<file path="src/rtl/ics_pkg.sv">
// shared types and codes for the indexed cv pair access sequencer
`timescale 1ns / 1ps
package ics_pkg;

  localparam int unsigned RetryW = 4;

  typedef enum logic [1:0] {
    KIND_READ    = 2'd0,
    KIND_WRITE   = 2'd1,
    KIND_CONFIRM = 2'd2,
    KIND_DONE    = 2'd3
  } kind_t;

  typedef enum logic [1:0] {
    PH_IDLE = 2'd0,
    PH_PRI  = 2'd1,
    PH_SEC  = 2'd2,
    PH_ACC  = 2'd3
  } phase_t;

  typedef enum logic [1:0] {
    OP_READ    = 2'd0,
    OP_WRITE   = 2'd1,
    OP_CONFIRM = 2'd2
  } op_t;

  typedef enum logic [2:0] {
    CMD_PRI     = 3'd0,
    CMD_SEC     = 3'd1,
    CMD_READ    = 3'd2,
    CMD_WRITE   = 3'd3,
    CMD_CONFIRM = 3'd4,
    CMD_NONE    = 3'd5
  } cmd_t;

  localparam logic [2:0] ST_STORED = 3'd0;
  localparam logic [2:0] ST_READ   = 3'd1;
  localparam logic [2:0] ST_SAME   = 3'd2;
  localparam logic [2:0] ST_DIFF   = 3'd3;

  localparam logic [1:0] REG_UPPER_FIRST = 2'd0;
  localparam logic [1:0] REG_LOW_SEC     = 2'd1;
  localparam logic [1:0] REG_HIGH_SEC    = 2'd2;

  typedef struct packed {
    logic upper_first;
    logic low_uses_secondary;
    logic high_uses_secondary;
  } cfg_t;

  typedef struct packed {
    cmd_t command;
    logic target_high;
    logic busy_res;
    logic finished;
    logic marked_stored;
    logic differs;
  } result_t;

endpackage

</file>
<file path="src/rtl/indexed_cv_pair_access_sequencer.sv">
// top level of the indexed cv pair access sequencer
// a result beat is registered and appears in the cycle after its input beat is accepted
// throughput: one input beat per cycle, held off only while a result beat stalls
// the state update for each beat is combinational next-state logic fed by the sequencer registers
// reset: synchronous active-high rst returns to idle and restores register defaults
// config port is always ready
`timescale 1ns / 1ps
module indexed_cv_pair_access_sequencer #(
  parameter int unsigned RETRY_LIMIT = 2
) (
  input  logic       clk,
  input  logic       rst,
  input  logic       s_tvalid,
  output logic       s_tready,
  input  logic [7:0] s_tdata,   // [2:0] completion_status, [7:3] zero
  input  logic [1:0] s_tuser,   // [1:0] kind
  output logic       m_tvalid,
  input  logic       m_tready,
  output logic [7:0] m_tdata,   // [2:0] command, [3] target_high, [4] busy_res,
                                // [5] marked_stored, [6] differs, [7] zero
  output logic       m_tlast,   // finished
  input  logic       cfg_valid,
  output logic       cfg_ready,
  input  logic [1:0] cfg_index,
  input  logic       cfg_data
);
  import ics_pkg::*;

  cfg_t    cfg;
  result_t result;
  logic    accept;
  logic    out_ready;

  assign cfg_ready = 1'b1;
  assign s_tready  = out_ready;
  assign accept    = s_tvalid && out_ready;

  ics_cfg_regs u_cfg (
    .clk      (clk),
    .rst      (rst),
    .wr_en    (cfg_valid && cfg_ready),
    .wr_index (cfg_index),
    .wr_data  (cfg_data),
    .cfg      (cfg)
  );

  ics_core #(
    .RETRY_LIMIT (RETRY_LIMIT)
  ) u_core (
    .clk    (clk),
    .rst    (rst),
    .accept (accept),
    .kind   (s_tuser),
    .status (s_tdata[2:0]),
    .cfg    (cfg),
    .result (result)
  );

  ics_out_reg u_out (
    .clk      (clk),
    .rst      (rst),
    .load     (accept),
    .result   (result),
    .ready    (out_ready),
    .m_tvalid (m_tvalid),
    .m_tready (m_tready),
    .m_tdata  (m_tdata),
    .m_tlast  (m_tlast)
  );

endmodule

</file>
<file path="src/rtl/ics_cfg_regs.sv">
// configuration register file
`timescale 1ns / 1ps
module ics_cfg_regs (
  input  logic          clk,
  input  logic          rst,
  input  logic          wr_en,
  input  logic [1:0]    wr_index,
  input  logic          wr_data,
  output ics_pkg::cfg_t cfg
);
  import ics_pkg::*;

  always_ff @(posedge clk) begin
    if (rst) begin
      cfg.upper_first         <= 1'b0;
      cfg.low_uses_secondary  <= 1'b1;
      cfg.high_uses_secondary <= 1'b1;
    end else if (wr_en) begin
      if (wr_index == REG_UPPER_FIRST) cfg.upper_first <= wr_data;
      if (wr_index == REG_LOW_SEC) cfg.low_uses_secondary <= wr_data;
      if (wr_index == REG_HIGH_SEC) cfg.high_uses_secondary <= wr_data;
    end
  end

endmodule

</file>
<file path="src/rtl/ics_core.sv">
// sequencer state and combinational next-state logic
`timescale 1ns / 1ps
module ics_core #(
  parameter int unsigned RETRY_LIMIT = 2
) (
  input  logic             clk,
  input  logic             rst,
  input  logic             accept,
  input  logic [1:0]       kind,
  input  logic [2:0]       status,
  input  ics_pkg::cfg_t    cfg,
  output ics_pkg::result_t result
);
  import ics_pkg::*;

  localparam logic [RetryW-1:0] RetryLim = RetryW'(RETRY_LIMIT);

  phase_t            phase, phase_next;
  op_t               operation, operation_next;
  logic              on_high_cv, on_high_cv_next;
  logic              second_pass, second_pass_next;
  logic [RetryW-1:0] retry_count, retry_count_next;
  logic              diff_seen, diff_seen_next;

  logic status_ok;
  logic uses_sec;
  cmd_t access_cmd;

  always_ff @(posedge clk) begin
    if (rst) begin
      phase       <= PH_IDLE;
      operation   <= OP_READ;
      on_high_cv  <= 1'b0;
      second_pass <= 1'b0;
      retry_count <= '0;
      diff_seen   <= 1'b0;
    end else if (accept) begin
      phase       <= phase_next;
      operation   <= operation_next;
      on_high_cv  <= on_high_cv_next;
      second_pass <= second_pass_next;
      retry_count <= retry_count_next;
      diff_seen   <= diff_seen_next;
    end
  end

  always_comb begin
    unique case (operation)
      OP_WRITE:   access_cmd = CMD_WRITE;
      OP_CONFIRM: access_cmd = CMD_CONFIRM;
      default:    access_cmd = CMD_READ;
    endcase
  end

  always_comb begin
    status_ok = (status == ST_STORED);
    if (phase == PH_ACC) begin
      unique case (operation)
        OP_READ:    status_ok = (status == ST_READ);
        OP_CONFIRM: status_ok = (status == ST_SAME) || (status == ST_DIFF);
        default:    status_ok = (status == ST_STORED);
      endcase
    end
  end

  assign uses_sec = on_high_cv ? cfg.high_uses_secondary : cfg.low_uses_secondary;

  always_comb begin
    phase_next       = phase;
    operation_next   = operation;
    on_high_cv_next  = on_high_cv;
    second_pass_next = second_pass;
    retry_count_next = retry_count;
    diff_seen_next   = diff_seen;
    result.command       = CMD_NONE;
    result.target_high   = 1'b0;
    result.finished      = 1'b0;
    result.marked_stored = 1'b0;
    result.differs       = 1'b0;

    if (kind != KIND_DONE) begin
      // start, or restart while busy
      operation_next     = op_t'(kind);
      on_high_cv_next    = cfg.upper_first;
      second_pass_next   = 1'b0;
      retry_count_next   = '0;
      diff_seen_next     = 1'b0;
      phase_next         = PH_PRI;
      result.command     = CMD_PRI;
      result.target_high = cfg.upper_first;
    end else if (phase != PH_IDLE) begin
      result.target_high = on_high_cv;
      if (!status_ok && (retry_count < RetryLim)) begin
        // reissue the same command
        retry_count_next = retry_count + RetryW'(1);
        unique case (phase)
          PH_PRI:  result.command = CMD_PRI;
          PH_SEC:  result.command = CMD_SEC;
          default: result.command = access_cmd;
        endcase
      end else begin
        retry_count_next = '0;
        unique case (phase)
          PH_PRI: begin
            if (uses_sec) begin
              phase_next     = PH_SEC;
              result.command = CMD_SEC;
            end else begin
              phase_next     = PH_ACC;
              result.command = access_cmd;
            end
          end
          PH_SEC: begin
            phase_next     = PH_ACC;
            result.command = access_cmd;
          end
          default: begin
            if (operation == OP_CONFIRM && status == ST_DIFF) diff_seen_next = 1'b1;
            if (!second_pass) begin
              second_pass_next   = 1'b1;
              on_high_cv_next    = !on_high_cv;
              phase_next         = PH_PRI;
              result.command     = CMD_PRI;
              result.target_high = !on_high_cv;
            end else begin
              phase_next           = PH_IDLE;
              result.target_high   = 1'b0;
              result.finished      = 1'b1;
              result.marked_stored = (operation == OP_WRITE);
              result.differs       = (operation == OP_CONFIRM) && diff_seen_next;
            end
          end
        endcase
      end
    end

    result.busy_res = (phase_next != PH_IDLE);
  end

endmodule

</file>
<file path="src/rtl/ics_out_reg.sv">
// output register holding one result beat
`timescale 1ns / 1ps
module ics_out_reg (
  input  logic             clk,
  input  logic             rst,
  input  logic             load,
  input  ics_pkg::result_t result,
  output logic             ready,
  output logic             m_tvalid,
  input  logic             m_tready,
  output logic [7:0]       m_tdata,
  output logic             m_tlast
);
  import ics_pkg::*;

  result_t held;

  assign ready = !m_tvalid || m_tready;

  always_ff @(posedge clk) begin
    if (rst) begin
      m_tvalid <= 1'b0;
    end else if (ready) begin
      m_tvalid <= load;
    end
  end

  always_ff @(posedge clk) begin
    if (ready && load) begin
      held <= result;
    end
  end

  assign m_tdata = {1'b0, held.differs, held.marked_stored, held.busy_res,
                    held.target_high, held.command};
  assign m_tlast = held.finished;

endmodule

</file>
<file path="config.mk">
export PLATFORM = sky130hd
export DESIGN_NAME = indexed_cv_pair_access_sequencer
export DESIGN_NICKNAME = d
export VERILOG_FILES = /design/src/rtl/ics_pkg.sv /design/src/rtl/indexed_cv_pair_access_sequencer.sv /design/src/rtl/ics_cfg_regs.sv /design/src/rtl/ics_core.sv /design/src/rtl/ics_out_reg.sv
export SDC_FILE = /design/constraint.sdc
export NUM_CORES = 1
export LEC_CHECK = 0
export CAP_MARGIN = 10
export CORE_ASPECT_RATIO = 1.1
export CORE_MARGIN = 1.5
export CORE_UTILIZATION = 60
export CTS_CLUSTER_SIZE = 40
export DETAILED_ROUTE_END_ITERATION = 10
export DONT_BUFFER_PORTS = 1
export PLACE_DENSITY = 0.76
export SLEW_MARGIN = 20
export SYNTH_ARGS = -nofsm -noshare
export SYNTH_HDL_FRONTEND = slang
export SYNTH_HIERARCHICAL = 1
export SYNTH_SLANG_ARGS = --single-unit
</file>
<file path="constraint.sdc">
create_clock -name clk -period 2.4 [get_ports clk]
set_clock_uncertainty 0.1 [all_clocks]
set_input_delay 0.48 -clock clk [delete_from_list [all_inputs] [get_ports clk]]
set_output_delay 0.48 -clock clk [all_outputs]
set_load 0.05 [all_outputs]
</file>
==> flow_summary.toml <==
[status]
outcome = "finished clean"

[synthesis]
postSynthRegisterBits = 23
synth_warnings = 6
synth-async-reset-ratio_pct = 0
synth_ff_type = "dfxtp_1"
yosys.area_share.simple_pct = 25.9
yosys.area_share.adder_pct = 4.90
synthesis.instances = 139
synth-edff-count = 8
synth_xor_area_share_pct = 0.686
synth.cell_area_um2 = 1280
mux_share_of_post_synthesis_cell_area_pct = 3.92
combinational_family_with_the_most_area_after_synthesis = "simple AND/OR/NAND/NOR gates"
synthesis.nets = 162
synth_compound_gate_area_share_pct = 17.3
yosys.cell_types.count = 43
yosysSeqAreaShare_pct = 42.3
postSynthAreaPerCell_um2 = 9.19

[critical_path]
worst-path-max-fanout = 10
timing.critical_path.depth = 6
critical-path-top-delay-family = "compound AO/OA/AOI/OAI gates"
crit_arrival_ps = 2190
worstPathCellList = "ha_1 -> nand2b_1 -> a211oi_1 -> o21ai_2 -> a2111oi_0 -> a311oi_1"
crit_path_max_incr_delay_ps = 480
cp-start-kind = "register"
kind_of_end_point_of_the_critical_path = "register"
r2r_cells = 6
timing.critical_path.slowest_stage_cell = "a2111oi_0"
crit_type = "reg -> reg"
critPathBufInv = 0
worst-endpoint-required_ps = 2360

[clock_tree]
cts_post_setup_buffers_inserted = 0
clock_tree_from_tritoncts = "built"
cts.reportedPaths.clkPinSlew_ps = 120
cts_root_buffer = "clkbuf_4"
cts_sinks = 23
cts-buffers-inserted = 3
holdBufCountCts = 0
cts_buffer_depth = 2
htree_num_levels = 1
post_cts_resized = 0
clkLatencyLatePin_ps = 320

[power_and_ir_drop]
power.total_mw = 0.744
power.combinational.fraction_pct = 14.0
vdd_ir_drop_max_uv = 438
intPower_mw = 0.522
sw_frac_of_total_pct = 29.8
p_leak_nw = 0.501
power_density_nw_per_um2 = 562
p_seq_share_pct = 62.0
netSwitchingPower_mw = 0.222
clock_power_share_pct = 24.0

[sta]
slew_violations = 0
shortest_clock_period_the_worst_path_allows_after_layout_ps = 2220
timing.final.crit_share_pct = 92.7
timing.fmax_mhz = 450
final-setup-viol-count = 0
timing.final.ws_setup_ps = 175
totalNegativeSetupSlack_ps = 0
hold_viol = 0
unrepaired_setup_endpoints_after_global_routing = "false"

[die]
core_area_um2 = 2000
std_cell_rows = 17
initial_core_util_pct = 63.9
floorplan.die.width_um = 47.0
die_area_um2 = 2420
floorplan.io_pins = 30
die_height_um = 51.4

[routing]
detail_route.iter0.violations = 47
routedWlPerCell_um = 14.1
vias_per_cell = 5.95
route.vias.total = 994
finalWirelength_um = 2350
first_pass_iters = 4
ant_nets = 0
remaining_drc_errors = 0

[finish]
layout-drive-gt1-share_pct = 8.63
final_net_count = 163
sequential_cell_area_um2 = 541
area_of_combinational_cells_with_multiple_inputs_um2 = 681
final_design_area_no_fill_um2 = 1330
area_growth_syn_to_layout_pct = 3.72
num_antenna_cells = 0
num-fill-cells = 195
postLayoutCoreUtil_pct = 66.3
mostFrequentLayoutCells = "nor2_1 (15), dfxtp_1 (15), nor3_1 (9)"

[global_routing]
grt_antenna_before_repair = 0
number_of_global_route_vias_before_repair = 941
grt_pass1_wl_um = 3930
grt_start_max_net_pins = 19
grt-ovfl-total = 0
grt.total_usage_pct = 22.7

[min_path]
hold_path_depth = 1
hold_class = "in -> reg"

[placement]
post_dp_cell_area_um2 = 1300
placement.io_buffers = 0
routabilityCongestion = 0.878
pre_cts_slack_ps = 248
dpl.hpwl_um = 1720

[job]
max_cap_violation_count = 0
[worst reg2reg max path, cell delays in order (launching register included)]
cell and delay, ps:
dfxtp_1 410, ha_1 170, nand2b_1 80, a211oi_1 400, o21ai_2 240, a2111oi_0 480
a311oi_1 90
[through the flow]
stage | hold WS [ps] | std cells
floorplan | 337 | 139
global placement | 341 | 163
detailed placement | 343 | 163
CTS | 90.7 | 167
global route | 81.8 | 167
finish | 102 | 167
[routing by layer]
metal	vias to the layer above	wire [um]	track usage (%)
li1	500	-	-
met4	0	44	11.6
met5	-	0	0
met1	457	1070	29.8
met3	4	100	3.53
met2	33	1140	34.9
[final cells by class]
type | count | share of cell area [%]
multi-input cells | 103 | 51.4
flip-flops and latches | 23 | 40.8
repair buffers | 2 | 1.13
clock inverters | 1 | 0.378
well taps | 28 | 2.64
inverters | 7 | 1.98
clock buffers | 3 | 1.70
[power by group through the flow]
stage / Clock (mW) / Sequential (mW) / Combinational (mW)
after floorplan: 0 / 0.472 / 0.0864
after global placement: 0 / 0.469 / 0.100
after detailed placement: 0 / 0.470 / 0.103
after CTS: 0.186 / 0.461 / 0.104
after global routing: 0.200 / 0.464 / 0.116
final: 0.179 / 0.461 / 0.104
[final timing paths]
check,startpoint,end,slack [ps]
worst max-delay path,u_core/phase[0],u_out/m_tdata[0],180
worst min-delay path,rst,u_out/m_tvalid,100
worst max register to register,u_core/phase[0],u_out/m_tdata[0],180
worst min register to register,u_core/diff_seen,u_core/diff_seen,360
[sequential cells by signal (all words and copies together), names as in the netlist]
register / cells
u_cfg/cfg: 3
u_core/diff_seen: 1
u_core/on_high_cv: 1
u_core/operation: 2
u_core/phase: 2
u_core/retry_count: 4
u_core/second_pass: 1
u_out/m_tdata: 7
u_out/m_tlast: 1
u_out/m_tvalid: 1
[Yosys cell counts, drive strengths merged (2+ instances only)]
cell type / n / share of area (%)
a211oi: 2 / 1.2
a21o: 3 / 1.8
a21oi: 7 / 3.0
and2: 3 / 1.7
buf: 2 / 1.2
clkbuf: 4 / 1.2
conb: 2 / 0.59
dfxtp: 15 / 24
edfxtp: 8 / 19
ha: 5 / 4.9
inv: 7 / 2.1
mux2i: 5 / 3.9
nand2: 7 / 2.1
nand2b: 8 / 4.5
nand3: 3 / 1.2
nand3b: 3 / 1.8
nor2: 15 / 4.4
nor2b: 3 / 1.5
nor3: 9 / 3.5
nor3b: 3 / 2.2
o211ai: 4 / 2.4
o21a: 3 / 2.3
o21ai: 3 / 1.5
or4: 2 / 1.2
[kinds of logic after synthesis]
kind of cell    Yosys count
other cells               2
fa+ha+maj                 5
mux                       5
buf+inv                  13
xor+xnor                  1
flops                    23
simple gates             60
compound gates           30
Power figures use the tool's default switching activity.
